==> src/sv/pra_pkg.sv <==
// Shared types and constants for the priority request arbiter.
`default_nettype none

package pra_pkg;

  // Fixed field widths
  localparam int unsigned IdxW     = 3;
  localparam int unsigned PrioW    = 16;
  localparam int unsigned RuleW    = 9;
  localparam int unsigned NumRules = 8;
  localparam int unsigned CfgIdxW  = 3;
  localparam int unsigned RuleEnBit = 8;

  // Default number of behaviours (2 to 8)
  localparam int unsigned NumBehaviorsDef = 8;

  // Command codes
  typedef enum logic [1:0] {
    CmdRequest = 2'd0,
    CmdTick    = 2'd1,
    CmdClear   = 2'd2
  } cmd_e;

  // Sequencer states
  typedef enum logic [2:0] {
    StIdle,
    StReqWr,
    StScan,
    StDrain,
    StDone
  } state_e;

  // Priority memory access: one write port, one read port
  typedef struct packed {
    logic             we;
    logic [IdxW-1:0]  waddr;
    logic [PrioW-1:0] wdata;
    logic [IdxW-1:0]  raddr;
  } mem_req_t;

  typedef logic [NumRules-1:0][RuleW-1:0] rule_arr_t;

endpackage

`default_nettype wire

==> src/sv/priority_request_arbiter_top.sv <==
// Top level of the priority request arbiter: rule registers, sequencer and priority store.
//
// A request beat keeps the block busy while it does a read-modify-write of
// the priority store; a clear beat, an unused command and a request that the
// current behaviour's rule rejects leave the block idle. A tick keeps the block
// busy through its scan, drain and done states, because the single read port of the
// priority store is swept one entry per cycle. Its result strobe is high in the
// cycle after the done state, when the block is idle again. The result is
// shown for exactly one cycle on result_valid_o and the receiver cannot hold it off.
// Rule registers are written at any edge with cfg_we_i high.
`default_nettype none

module priority_request_arbiter_top
  import pra_pkg::*;
#(
  parameter int unsigned NumBehaviors = NumBehaviorsDef
) (
  input  wire logic                    clk_i,
  input  wire logic                    rst_ni,
  input  wire logic                    start,
  output logic                         busy,
  input  wire logic        [1:0]       command_i,
  input  wire logic        [IdxW-1:0]  behavior_index_i,
  input  wire logic signed [PrioW-1:0] priority_req_i,
  input  wire logic                    cfg_we_i,
  input  wire logic        [CfgIdxW-1:0] cfg_idx_i,
  input  wire logic        [RuleW-1:0] cfg_wdata_i,
  output logic                         result_valid_o,
  output logic             [IdxW-1:0]  current_behavior_o,
  output logic                         current_valid_o,
  output logic                         entered_o
);

  rule_arr_t        rule_q;
  mem_req_t         mem_req;
  logic [PrioW-1:0] mem_rdata;

  // Transition rule registers
  always_ff @(posedge clk_i or negedge rst_ni) begin
    if (!rst_ni) begin
      rule_q <= '0;
    end else if (cfg_we_i) begin
      rule_q[cfg_idx_i] <= cfg_wdata_i;
    end
  end

  pra_ctrl #(
    .NumBehaviors(NumBehaviors)
  ) u_ctrl (
    .clk_i             (clk_i),
    .rst_ni            (rst_ni),
    .start             (start),
    .busy              (busy),
    .command_i         (command_i),
    .behavior_index_i  (behavior_index_i),
    .priority_req_i    (priority_req_i),
    .rule_i            (rule_q),
    .mem_req_o         (mem_req),
    .mem_rdata_i       (mem_rdata),
    .result_valid_o    (result_valid_o),
    .current_behavior_o(current_behavior_o),
    .current_valid_o   (current_valid_o),
    .entered_o         (entered_o)
  );

  pra_prio_mem #(
    .Depth(NumBehaviors)
  ) u_mem (
    .clk_i  (clk_i),
    .req_i  (mem_req),
    .rdata_o(mem_rdata)
  );

endmodule

`default_nettype wire

==> src/sv/pra_prio_mem.sv <==
// Pending priority store: synchronous RAM, one write and one read port.
`default_nettype none

module pra_prio_mem
  import pra_pkg::*;
#(
  parameter int unsigned Depth = NumBehaviorsDef
) (
  input  wire logic             clk_i,
  input  wire mem_req_t         req_i,
  output logic      [PrioW-1:0] rdata_o
);

  localparam int unsigned AW = $clog2(Depth);

  logic [PrioW-1:0] mem_q [Depth];
  logic [PrioW-1:0] rdata_q;

  // Write port
  always_ff @(posedge clk_i) begin
    if (req_i.we) begin
      mem_q[req_i.waddr[AW-1:0]] <= req_i.wdata;
    end
  end

  // Registered read port
  always_ff @(posedge clk_i) begin
    rdata_q <= mem_q[req_i.raddr[AW-1:0]];
  end

  assign rdata_o = rdata_q;

endmodule

`default_nettype wire

==> src/sv/pra_ctrl.sv <==
// Sequencer: request read-modify-write, tick scan over the store, result register.
`default_nettype none

module pra_ctrl
  import pra_pkg::*;
#(
  parameter int unsigned NumBehaviors = NumBehaviorsDef
) (
  input  wire logic                    clk_i,
  input  wire logic                    rst_ni,
  input  wire logic                    start,
  output logic                         busy,
  input  wire logic        [1:0]       command_i,
  input  wire logic        [IdxW-1:0]  behavior_index_i,
  input  wire logic signed [PrioW-1:0] priority_req_i,
  input  wire rule_arr_t               rule_i,
  output mem_req_t                     mem_req_o,
  input  wire logic        [PrioW-1:0] mem_rdata_i,
  output logic                         result_valid_o,
  output logic             [IdxW-1:0]  current_behavior_o,
  output logic                         current_valid_o,
  output logic                         entered_o
);

  localparam int unsigned AW = $clog2(NumBehaviors);

  state_e state_q, state_d;

  logic [AW-1:0]            scan_q;
  logic [AW-1:0]            idx_q;
  logic signed [PrioW-1:0]  prio_q;
  logic                     rd_vld_q;
  logic [AW-1:0]            rd_idx_q;
  logic signed [PrioW-1:0]  best_q;
  logic [AW-1:0]            win_q;
  logic                     found_q;
  logic [NumBehaviors-1:0]  pend_vld_q;
  logic [IdxW-1:0]          act_idx_q;
  logic                     act_vld_q;
  logic                     res_vld_q;
  logic [IdxW-1:0]          res_idx_q;
  logic                     res_cur_q;
  logic                     res_ent_q;

  logic accept;
  logic in_range;
  logic allowed;
  logic req_ok;
  logic scan_last;
  logic take_cand;
  logic entered_d;

  assign accept    = start && (state_q == StIdle);
  assign in_range  = {1'b0, behavior_index_i} < (IdxW + 1)'(NumBehaviors);
  // No active behaviour or no rule for it: every target allowed
  assign allowed   = !act_vld_q || !rule_i[act_idx_q][RuleEnBit] ||
                     rule_i[act_idx_q][behavior_index_i];
  assign req_ok    = in_range && allowed;
  assign scan_last = (scan_q == AW'(NumBehaviors - 1));

  // Scan compare: strict greater in ascending order keeps the lowest index on a tie
  assign take_cand = rd_vld_q && pend_vld_q[rd_idx_q] &&
                     (!found_q || ($signed(mem_rdata_i) > best_q));
  assign entered_d = found_q && (!act_vld_q || (IdxW'(win_q) != act_idx_q));

  // Next state
  always_comb begin
    state_d = state_q;
    case (state_q)
      StIdle: begin
        if (accept) begin
          case (command_i)
            CmdRequest: if (req_ok) state_d = StReqWr;
            CmdTick:    state_d = StScan;
            default:    state_d = StIdle;
          endcase
        end
      end
      StReqWr: state_d = StIdle;
      StScan:  if (scan_last) state_d = StDrain;
      StDrain: state_d = StDone;
      StDone:  state_d = StIdle;
      default: state_d = StIdle;
    endcase
  end

  // Memory port and busy
  always_comb begin
    mem_req_o = '0;
    busy      = (state_q != StIdle);
    case (state_q)
      StIdle: begin
        mem_req_o.raddr = behavior_index_i;
      end
      StReqWr: begin
        // Keep the higher priority on a repeated request
        mem_req_o.we    = !pend_vld_q[idx_q] || (prio_q > $signed(mem_rdata_i));
        mem_req_o.waddr = IdxW'(idx_q);
        mem_req_o.wdata = prio_q;
      end
      StScan: begin
        mem_req_o.raddr = IdxW'(scan_q);
      end
      default: begin
        mem_req_o = '0;
      end
    endcase
  end

  // Control state
  always_ff @(posedge clk_i or negedge rst_ni) begin
    if (!rst_ni) begin
      state_q    <= StIdle;
      scan_q     <= '0;
      rd_vld_q   <= 1'b0;
      found_q    <= 1'b0;
      pend_vld_q <= '0;
      act_idx_q  <= '0;
      act_vld_q  <= 1'b0;
      res_vld_q  <= 1'b0;
    end else begin
      state_q   <= state_d;
      rd_vld_q  <= (state_q == StScan);
      res_vld_q <= (state_q == StDone);

      if (accept && command_i == CmdTick) begin
        scan_q  <= '0;
        found_q <= 1'b0;
      end else begin
        if (state_q == StScan) scan_q <= scan_q + AW'(1);
        if (take_cand) found_q <= 1'b1;
      end

      if (accept && command_i == CmdClear) begin
        pend_vld_q <= '0;
      end else if (state_q == StReqWr) begin
        pend_vld_q[idx_q] <= 1'b1;
      end else if (state_q == StDone) begin
        pend_vld_q <= '0;
      end

      if (state_q == StDone && found_q) begin
        act_idx_q <= IdxW'(win_q);
        act_vld_q <= 1'b1;
      end
    end
  end

  // Payload registers
  always_ff @(posedge clk_i) begin
    if (accept) begin
      idx_q  <= behavior_index_i[AW-1:0];
      prio_q <= priority_req_i;
    end
    rd_idx_q <= scan_q;
    if (take_cand) begin
      best_q <= $signed(mem_rdata_i);
      win_q  <= rd_idx_q;
    end
    if (state_q == StDone) begin
      res_idx_q <= found_q ? IdxW'(win_q) : act_idx_q;
      res_cur_q <= found_q || act_vld_q;
      res_ent_q <= entered_d;
    end
  end

  assign result_valid_o     = res_vld_q;
  assign current_behavior_o = res_idx_q;
  assign current_valid_o    = res_cur_q;
  assign entered_o          = res_ent_q;

endmodule

`default_nettype wire

==> config.mk <==
export PLATFORM = sky130hd
export DESIGN_NAME = priority_request_arbiter_top
export DESIGN_NICKNAME = d
export VERILOG_FILES = /design/src/sv/pra_pkg.sv /design/src/sv/priority_request_arbiter_top.sv /design/src/sv/pra_prio_mem.sv /design/src/sv/pra_ctrl.sv
export SDC_FILE = /design/constraint.sdc
export NUM_CORES = 1
export LEC_CHECK = 0
export ABC_AREA = 0
export BUFFER_PORTS_ARGS = -buffer_cell sky130_fd_sc_hd__buf_4
export CORE_ASPECT_RATIO = 1.5
export CORE_MARGIN = 4
export CORE_UTILIZATION = 50
export DETAILED_ROUTE_END_ITERATION = 10
export PLACE_DENSITY_LB_ADDON = 0.05
export SYNTH_ARGS = -nofsm -noshare
export SYNTH_HDL_FRONTEND = slang
export SYNTH_SLANG_ARGS = --single-unit
==> constraint.sdc <==
create_clock -name clk_i -period 9.82 [get_ports clk_i]
set_input_delay 0.982 -clock clk_i [delete_from_list [all_inputs] [get_ports clk_i]]
set_output_delay 0.982 -clock clk_i [all_outputs]
set_load 0.01 [all_outputs]
## Yosys cells after proc, flatten, opt, wreduce, memory -nomap -nowiden

Memory sizes are Yosys's and may differ from the RTL's. A register that Yosys moved wholly into a read port is not among the register bits.
Index checks and enable logic that the tools add are counted.

- Output and inout bits: 7
- ROM bits: 0
- Register bits after elaboration: 139
- Logic and storage cells: 103
- Input bits: 37
- Bits in latches: 0
- Bits in writable memories: 128
- Memories: 1

- Muxes and demuxes: 30
- Multipliers: 0
- Equality and inequality tests: 11
- Add/sub/neg operators: 1
- Bitwise gates (word level): 1
- Reductions and logical operators: 26
- $lt $le $gt $ge: 9
- Shifts and indexed selects: 0
- Divide/modulo/power cells: 0

Memories:

| name | depth | width | rd ports | clocked after memory_dff | write ports | RTL line | source |
|---|---|---|---|---|---|---|---|
| u_mem.mem_q | 8 | 16 | 1 | 1 | 1 | pra_prio_mem.sv:16 | `logic [PrioW-1:0] mem_q [Depth];` |

Operators with widths:

| kind | number |
|---|---|
| bitwise mux 72 bit | 1 |
| > comparator 16 bit | 2 |
| binary-select mux 9 bit (select 3 bit) | 1 |
| demux 9 bit (select 3 bit) | 1 |
| 2-to-1 mux 8 bit | 3 |
| 2-to-1 mux 20 bit | 1 |
| 2-to-1 mux 3 bit | 6 |
| 2-to-1 mux 9 bit | 2 |
| less-than comparator 3 x 4 -> 1 bit, second input constant | 4 |
| case mux 3 bit (2 select lines) | 2 |
| binary-select mux 1 bit (select 3 bit) | 3 |
| logical AND 1 bit | 9 |
| case mux 3 bit (3 select lines) | 1 |
| 2-to-1 mux 1 bit | 8 |
| OR 8 bit | 1 |
| == test 3 x 2 -> 1 bit, second input constant | 2 |
| == test 3 bit, second input constant | 2 |
| >= comparator 3 x 1 -> 1 bit, second input constant | 2 |
| logical OR 1 bit | 6 |
| nonzero test 3 bit | 2 |
| less-than comparator 3 x 5 -> 1 bit, second input constant | 1 |
| logical NOT 1 bit | 4 |
| inequality test 2 x 1 -> 1 bit, second input constant | 2 |
| nonzero test 2 bit | 2 |
| other kinds (10) | 10 |

## Longest topological paths before layout

Gate-level depths: netlist (run 1).

- Depth in word-level cells: 9
- Mapped depth: 8
- Depth with buffers taken out: 8

## Cells and area by module

A second synthesis (run 1) with hierarchy kept.

- Cells, all modules: 716
- Area, all modules: 12136.6 µm²

Modules (own cells, without submodules):

| module | sequential area each (µm²) | area each (µm²) | times used | cells an instance |
|---|---|---|---|---|
| pra_prio_mem | 4164.0 | 5293.8 | 1 | 214 |
| pra_ctrl | 1876.8 | 4100.2 | 1 | 343 |
| priority_request_arbiter_top | 1801.7 | 2742.6 | 1 | 159 |

## Worst setup path after synthesis (run 1)

Ideal clock, no wire load.

- Path type: flip-flop to flip-flop
- From: reg u_ctrl.idx_q[0]
- To: mem u_mem.mem_q[7][0], enable pin
- Arrival: 2.825 ns
- Path buffers: 1
- Required time: 9.411 ns
- Setup slack: 6.586 ns
- Setup time: 0.409 ns
- Period minus slack after synthesis: 3.234 ns
- Cell stages (with the launch flop): 7
- Cells stage by stage: edfxtp_1 clkbuf_1 mux4_2 mux2_2 o21ai_0 mux2i_1 nor3_1

- Word-level cells in the longest chain between the ends: 7

RTL lines:

| element | RTL line | source |
|---|---|---|
| from (decl) | pra_ctrl.sv:30 | `logic [AW-1:0] idx_q;` |
| from (signal assigned) | pra_ctrl.sv:152 | `idx_q <= behavior_index_i[AW-1:0];` |
| binary-select mux 1 bit (select 3 bit) | pra_ctrl.sv:97 | `mem_req_o.we = !pend_vld_q[idx_q] \|\| (prio_q > $signed(mem_rdata_i));` |
| 2-to-1 mux 1 bit (not written as such) | pra_ctrl.sv:97 |  |
| logical NOT 1 bit | pra_ctrl.sv:97 |  |
| logical OR 1 bit | pra_ctrl.sv:97 |  |
| 2-to-1 mux 20 bit * | pra_ctrl.sv:91 | `case (state_q)` |
| 2-to-1 mux 1 bit | pra_prio_mem.sv:21 | `if (req_i.we) begin` |
| 2-to-1 mux 1 bit (not written as such) | pra_prio_mem.sv:22 | `mem_q[req_i.waddr[AW-1:0]] <= req_i.wdata;` |
| to (decl) | pra_prio_mem.sv:16 |  |

Every way passes the cells marked *; elsewhere a longest branch is shown, timed or not. The select of a mux whose other input is x is not followed.

## Worst setup path after layout (run 1)

- From: reg u_mem.rdata_q[5], in the netlist u_mem.rdata_o[5] (read register of u_mem.mem_q)
- To: mem u_mem.mem_q[0][8], enable pin

- Word-level cells in the longest chain between the ends: 5

RTL lines:

| element | RTL line | source |
|---|---|---|
| from (decl) | pra_prio_mem.sv:17 | `logic [PrioW-1:0] rdata_q;` |
| > comparator 16 bit | pra_ctrl.sv:97 |  |
| logical OR 1 bit | pra_ctrl.sv:97 |  |
| 2-to-1 mux 20 bit | pra_ctrl.sv:91 |  |
| 2-to-1 mux 1 bit | pra_prio_mem.sv:21 |  |
| 2-to-1 mux 1 bit (not written as such) | pra_prio_mem.sv:22 |  |

No other way between the ends.

==> results.yml, run 1 <==
cts:
  cts_tree: "yes"
  h-tree-depth: 1
  cts.sink_count: 283
  clock_path_buffers: 3
  worstSkewPairLatency_ns: 0.55
  ctsHoldBuffers: 0
  cts_inserted_buffers: 28
  cts_setup_buffers: 0
  cts_resized: 0
  cts-root-buf: "clkbuf_16"
  cts.clk_slew.worst_paths_ns: 0.06
timing:
  setup_slack_ns: 6.778
  worst_pin_slew_ns: 1.240
  slew_viol_final: 0
  hold_viol: 0
  period_share_pct: 30.98
  slew_headroom_pct: 17.18
  fin_crit_ns: 3.042
  fin_skew_ns: 0.02832
  max_freq_mhz: 328.7
  whs_ns: 0.2650
  finalSetupViolCount: 0
  rsz0062_at_grt: "false"
  fin_setup_tns_ns: 0
place:
  place_area_sq_mm: 0.01276
  routabilityCongestion: 0.8127
  post-place-ws_ns: 6.782
  dp_hpwl_um: 18300
  io_buffer_count: 43
  place_inst: 1233
pwr:
  p_per_area_mw_per_mm2: 270.5
  max-vdd-ir-drop_mv: 0.1534
  leakage_nw: 5.427
  p_total_mw: 3.688
critical_path:
  r2r_slack_ns: 6.78
  r2r_cells: 9
  start_kind: "flip-flop"
  crit_required_ns: 10.08
  reg2reg_from: "u_mem.rdata_o[5]$_DFF_P_"
  cp-end-kind: "flip-flop"
  cp-startpoint: "u_mem.rdata_o[5]$_DFF_P_"
  path_class: "reg -> reg"
  crit_arrival_ns: 3.30
  cp-endpoint: "u_mem.mem_q[0][8]$_DFFE_PP_"
  cp_max_fo: 16
  reg2reg_to: "u_mem.mem_q[0][8]$_DFFE_PP_"
route:
  wl_met3_um: 833
  ant_nets: 0
  met2_length_um: 15700
  routed.top_layer: "met4"
  dr.first_iter.drc_count: 409
  met1_length_um: 9931
  num_vias: 7132
  firstDrtPassIters: 6
  wl_per_cell_um: 21.37
  viasPerCell: 5.550
  drc_errors: 0
  finalWirelength_um: 27460
job:
  timing.max_cap.violations: 0
global_routing:
  antenna_found_initial: 0
  grt_max_degree: 84
  grt_overflow: 0
  grt_usage_pct: 21.16
  grt_pass1_vias: 7655
  grt_first_pass_wirelength_um: 42950
layout:
  diodes: 0
  stdcell_area_sq_mm: 0.01364
  register_area_sq_mm: 0.007843
  multi_input_area_sq_mm: 0.003899
  drive_above_1_share_pct: 23.40
  nNetsFinal: 1015
  fillers: 1983
  final_util_pct: 57.64
  final_cells: 1285
  syn_to_final_growth_pct: 13.62
hold_path:
  hold_class: "in -> async"
synthesis:
  syn_area_per_cell_sq_um: 13.52
  syn_area_sq_mm: 0.01200
  synth_nets: 959
  synthFlopType: "edfxtp_1"
  synth_edf_count: 171
  synth-seq-area-share_pct: 65.35
  yosys_warnings: 0
  ys_types: 47
  synth.ff_latch_count: 283
  syn-instance-count: 888
  async_flop_share_pct: 32.86
floorplanning:
  die_y_um: 197.8
  boundaryPins: 44
  placementRows: 69
  start_util_pct: 50.74
  core_sq_mm: 0.02366
  fp.dieArea_sq_mm: 0.02660
  die_w_um: 134.5
status:
  status: "finished clean"
worst max-delay path, stage by stage, from the launching register on:
cell	delay, ns
dfxtp_1	0.50
inv_1	0.08
ha_1	0.32
a21oi_1	0.14
o21a_1	0.14
o221ai_1	0.15
a211oi_1	0.33
mux2i_1	0.70
nor2_1	0.12
buf_4	0.26
Yosys cell counts (2+ instances only):
| cell | number | share of area [%] |
|---|---|---|
| o21a_1 | 9 | 0.56 |
| buf_1 | 7 | 0.22 |
| inv_1 | 40 | 1.3 |
| nor3_2 | 2 | 0.17 |
| o21ai_0 | 20 | 0.83 |
| mux4_2 | 26 | 4.9 |
| a21oi_1 | 13 | 0.54 |
| xnor2_1 | 3 | 0.22 |
| mux2_2 | 83 | 7.8 |
| edfxtp_1 | 171 | 43 |
| a21o_1 | 4 | 0.25 |
| nand4_1 | 9 | 0.47 |
| ha_1 | 34 | 3.5 |
| nor3_1 | 9 | 0.38 |
| dfxtp_1 | 19 | 3.2 |
| clkbuf_1 | 27 | 0.84 |
| and2_1 | 18 | 0.94 |
| or2_2 | 4 | 0.21 |
| nand2_1 | 158 | 4.9 |
| nand4b_1 | 3 | 0.22 |
| dfrtp_1 | 93 | 19 |
| nor2_1 | 14 | 0.44 |
| nand3_1 | 80 | 3.3 |
| nor4_1 | 2 | 0.10 |
| nor2b_1 | 9 | 0.47 |
| nor3b_1 | 4 | 0.25 |
| nand2b_1 | 4 | 0.21 |
| mux2i_1 | 3 | 0.25 |
| a211oi_1 | 2 | 0.13 |
layer usage:
layer / up-vias / global-route usage, %
li1: 3321 / -
met1: 3618 / 23.08
met2: 146 / 41.57
met3: 47 / 2.491
met4: 0 / 7.698
met5: - / 0
registers in the layout, indices dropped and copies added (netlist names), 3 cells and up:
| register | count |
|---|---|
| u_ctrl.pend_vld_q | 8 |
| u_ctrl.current_behavior_o | 3 |
| u_mem.mem_q | 128 |
| rule_q | 72 |
| u_ctrl.state_q | 3 |
| u_ctrl.act_idx_q | 3 |
| u_ctrl.best_q | 16 |
| u_ctrl.win_q | 3 |
| u_ctrl.rd_idx_q | 3 |
| u_ctrl.idx_q | 3 |
| u_ctrl.scan_q | 3 |
| u_ctrl.prio_q | 16 |
| u_mem.rdata_o | 16 |
layout by cell type, fill, tap and decap left out, types with 4 or more instances in the layout:
master       n
buf_4       62
edfxtp_1   171
clkinv_2     5
o21a_1       9
nand4_1      9
a21o_1       4
mux4_2      26
clkbuf_16   30
nand3_1     80
inv_1       40
nor3_2       5
nor3_1       6
clkinv_1     4
clkbuf_8     4
mux2_2      83
nor3b_1      4
dfxtp_1     19
o21ai_0     20
dfrtp_1     93
clkbuf_1     9
and2_1      17
nand2b_1     4
nor2b_1      9
nor2_1      12
nand2_1    157
or2_2        4
a21oi_1     13
ha_1        34
worst min path at each step:
| stage | from | slack [ns] | depth (start not counted) | endpoint |
|---|---|---|---|---|
| 2_1_floorplan | u_ctrl.scan_q[1]$_DFFE_PN0P_ | 0.39 | 0 | u_ctrl.rd_idx_q[1]$_DFF_P_ |
| 3_3_place_gp | u_ctrl.scan_q[1]$_DFFE_PN0P_ | 0.42 | 0 | u_ctrl.rd_idx_q[1]$_DFF_P_ |
| 3_5_place_dp | u_ctrl.scan_q[2]$_DFFE_PN0P_ | 0.43 | 0 | u_ctrl.rd_idx_q[2]$_DFF_P_ |
| 4_1_cts | rst_ni | 0.25 | 1 | u_ctrl.found_q$_DFFE_PN0P_ |
| 5_1_grt | rst_ni | 0.26 | 1 | rule_q[71]$_DFFE_PN0P_ |
| 6_report | rst_ni | 0.26 | 1 | rule_q[62]$_DFFE_PN0P_ |
logic make-up after synthesis:
kind of cell / after synthesis / share of synthesized area [%]
adders and majority gates: 34 / 3.545
DFF: 283 / 65.35
AOI/OAI and AO/OA: 59 / 3.086
muxes: 112 / 12.92
buffers and inverters: 76 / 2.419
and+or+nand+nor: 320 / 12.40
xor gates and xnor gates: 4 / 0.2920
power breakdown:
group | internal (mW) | switching, mW | total (mW)
Sequential | 1.47 | 0.176 | 1.65
Combinational | 0.455 | 0.573 | 1.03
Clock | 0.586 | 0.426 | 1.01
cell type report:
| class | instances | area share (%) |
|---|---|---|
| Tap cell | 319 | 2.927 |
| Multi-Input combinational cell | 529 | 28.59 |
| Inverter | 40 | 1.101 |
| Clock buffer | 43 | 6.157 |
| Sequential cell | 283 | 57.52 |
| Clock inverter | 9 | 0.2936 |
| Timing Repair Buffer | 62 | 3.413 |
Power figures use the tool's default switching activity.
==> run 2, diff against run 1 <==
==> constraint.sdc (replaced) <==
create_clock -name clk_i -period 2.5 [get_ports clk_i]
set_input_delay 0.25 -clock clk_i [delete_from_list [all_inputs] [get_ports clk_i]]
set_output_delay 0.25 -clock clk_i [all_outputs]
set_load 0.01 [all_outputs]
==> results.yml, run 2 (same netlist as run 1, synthesis figures left out) <==
status:
  status: "finished, violations left"
  violations: "negative setup slack"
floorplanning:
  start_util_pct: 50.74
  fp.dieArea_sq_mm: 0.02660
  core_sq_mm: 0.02366
  die_y_um: 197.8
  boundaryPins: 44
  die_w_um: 134.5
  placementRows: 69
timing:
  rsz0062_at_grt: "true"
  max_freq_mhz: 394.6
  fin_setup_tns_ns: -0.9977
  setup_slack_ns: -0.03453
  fin_crit_ns: 2.535
  slew_viol_final: 0
  worst_pin_slew_ns: 0.7039
  whs_ns: 0.09191
  fin_skew_ns: 0.01306
  finalSetupViolCount: 52
  period_share_pct: 101.4
  hold_viol: 0
  slew_headroom_pct: 52.85
route:
  drc_errors: 0
  firstDrtPassIters: 5
  num_vias: 7434
  dr.first_iter.drc_count: 400
  viasPerCell: 5.430
  ant_nets: 0
  finalWirelength_um: 27760
  wl_per_cell_um: 20.28
place:
  dp_hpwl_um: 19690
  io_buffer_count: 43
  post-place-ws_ns: -0.1225
  routabilityCongestion: 0.7585
  place_inst: 1289
  place_area_sq_mm: 0.01331
layout:
  nNetsFinal: 1100
  diodes: 0
  final_util_pct: 61.66
  stdcell_area_sq_mm: 0.01459
  final_cells: 1369
  syn_to_final_growth_pct: 21.54
  final_cell_mix: "171 x edfxtp_1, 157 x nand2_1, 106 x buf_4"
  drive_above_1_share_pct: 28.29
  largest_register_ffs: 128
  final_common_cell: "edfxtp_1"
cts:
  cts_tree: "yes"
  worstSkewPairLatency_ns: 0.54
  h-tree-depth: 1
  clock_path_buffers: 3
  cts.clk_slew.worst_paths_ns: 0.06
  cts-root-buf: "clkbuf_16"
  cts_inserted_buffers: 27
  cts.sink_count: 283
global_routing:
  antenna_found_initial: 0
  grt_overflow: 0
  grt_usage_pct: 21.36
  grt_pass1_vias: 7952
  grt_first_pass_wirelength_um: 43660
  grt_max_degree: 65
hold_path:
  hold_class: "in -> reg"
critical_path:
  crit_arrival_ns: 2.78
  cp-end-kind: "flip-flop"
  cp_max_fo: 16
  path_class: "reg -> reg"
  start_kind: "flip-flop"
  crit_required_ns: 2.75
job:
  timing.max_cap.violations: 0
pwr:
  leakage_nw: 5.861
  p_per_area_mw_per_mm2: 1049
  p_total_mw: 15.31
  max-vdd-ir-drop_mv: 0.6392
-- run 2: final timing paths --
kind / startpoint / end / slack [ns] / cells past startpoint
hold / removal: start / u_ctrl.state_q[0]$_DFFE_PN0P_ / 0.09 / 3
setup / recovery: u_ctrl.prio_q[11]$_DFFE_PP_ / u_mem.mem_q[3][14]$_DFFE_PP_ / -0.03 / 8
setup reg to reg: u_ctrl.prio_q[11]$_DFFE_PP_ / u_mem.mem_q[3][14]$_DFFE_PP_ / -0.03 / 8
min in group asynchronous: rst_ni / rule_q[33]$_DFFE_PN0P_ / 0.27 / 2
max in group asynchronous: rst_ni / rule_q[61]$_DFFE_PN0P_ / 1.56 / 3
hold reg to reg: u_ctrl.scan_q[1]$_DFFE_PN0P_ / u_ctrl.rd_idx_q[1]$_DFF_P_ / 0.44 / 0
-- run 2: area by class of cell --
| class | instances | area, sq um |
|---|---|---|
| Clock buffer | 36 | 740.7 |
| Clock inverter | 14 | 98.84 |
| Fill cell | 1900 | 9069 |
| Inverter | 40 | 150.1 |
| Multi-Input combinational cell | 529 | 4021 |
| Sequential cell | 283 | 7843 |
| Tap cell | 319 | 399.1 |
| Timing Repair Buffer | 148 | 1334 |
-- run 2: where the power goes --
part,total (mW),switching [mW],internal [mW]
logic,5.13,2.70,2.42
clock network,3.90,1.71,2.19
registers,6.29,0.507,5.78
-- run 2: timing repair --
| action | CTS | global route |
|---|---|---|
| gates cloned | 0 | 1 |
| endpoints found under the hold margin | 122 | 0 |
| pin swaps | 2 | 2 |
| buffers inserted | 0 | 1 |
| endpoints found under the setup margin | 128 | 128 |
| gates resized for setup | 6 | 16 |
| hold buffers | 29 | 0 |
-- run 2: layer usage --
metal / global-route usage (%) / vias to the layer above / part of all wire, %
met1: 22.09 / 3775 / 34
met5: 0 / - / 0
met4: 6.189 / 0 / 2.5
met3: 2.059 / 43 / 2.4
li1: - / 3505 / -
met2: 44.39 / 111 / 61
-- run 2: worst max-delay path, cell delays in order (launching register included) --
cell	delay, ns
edfxtp_1	0.44
ha_4	0.31
nand4_1	0.24
a2111oi_2	0.36
a211oi_2	0.12
mux2i_4	0.21
buf_12	0.16
nor3_4	0.22
buf_12	0.18
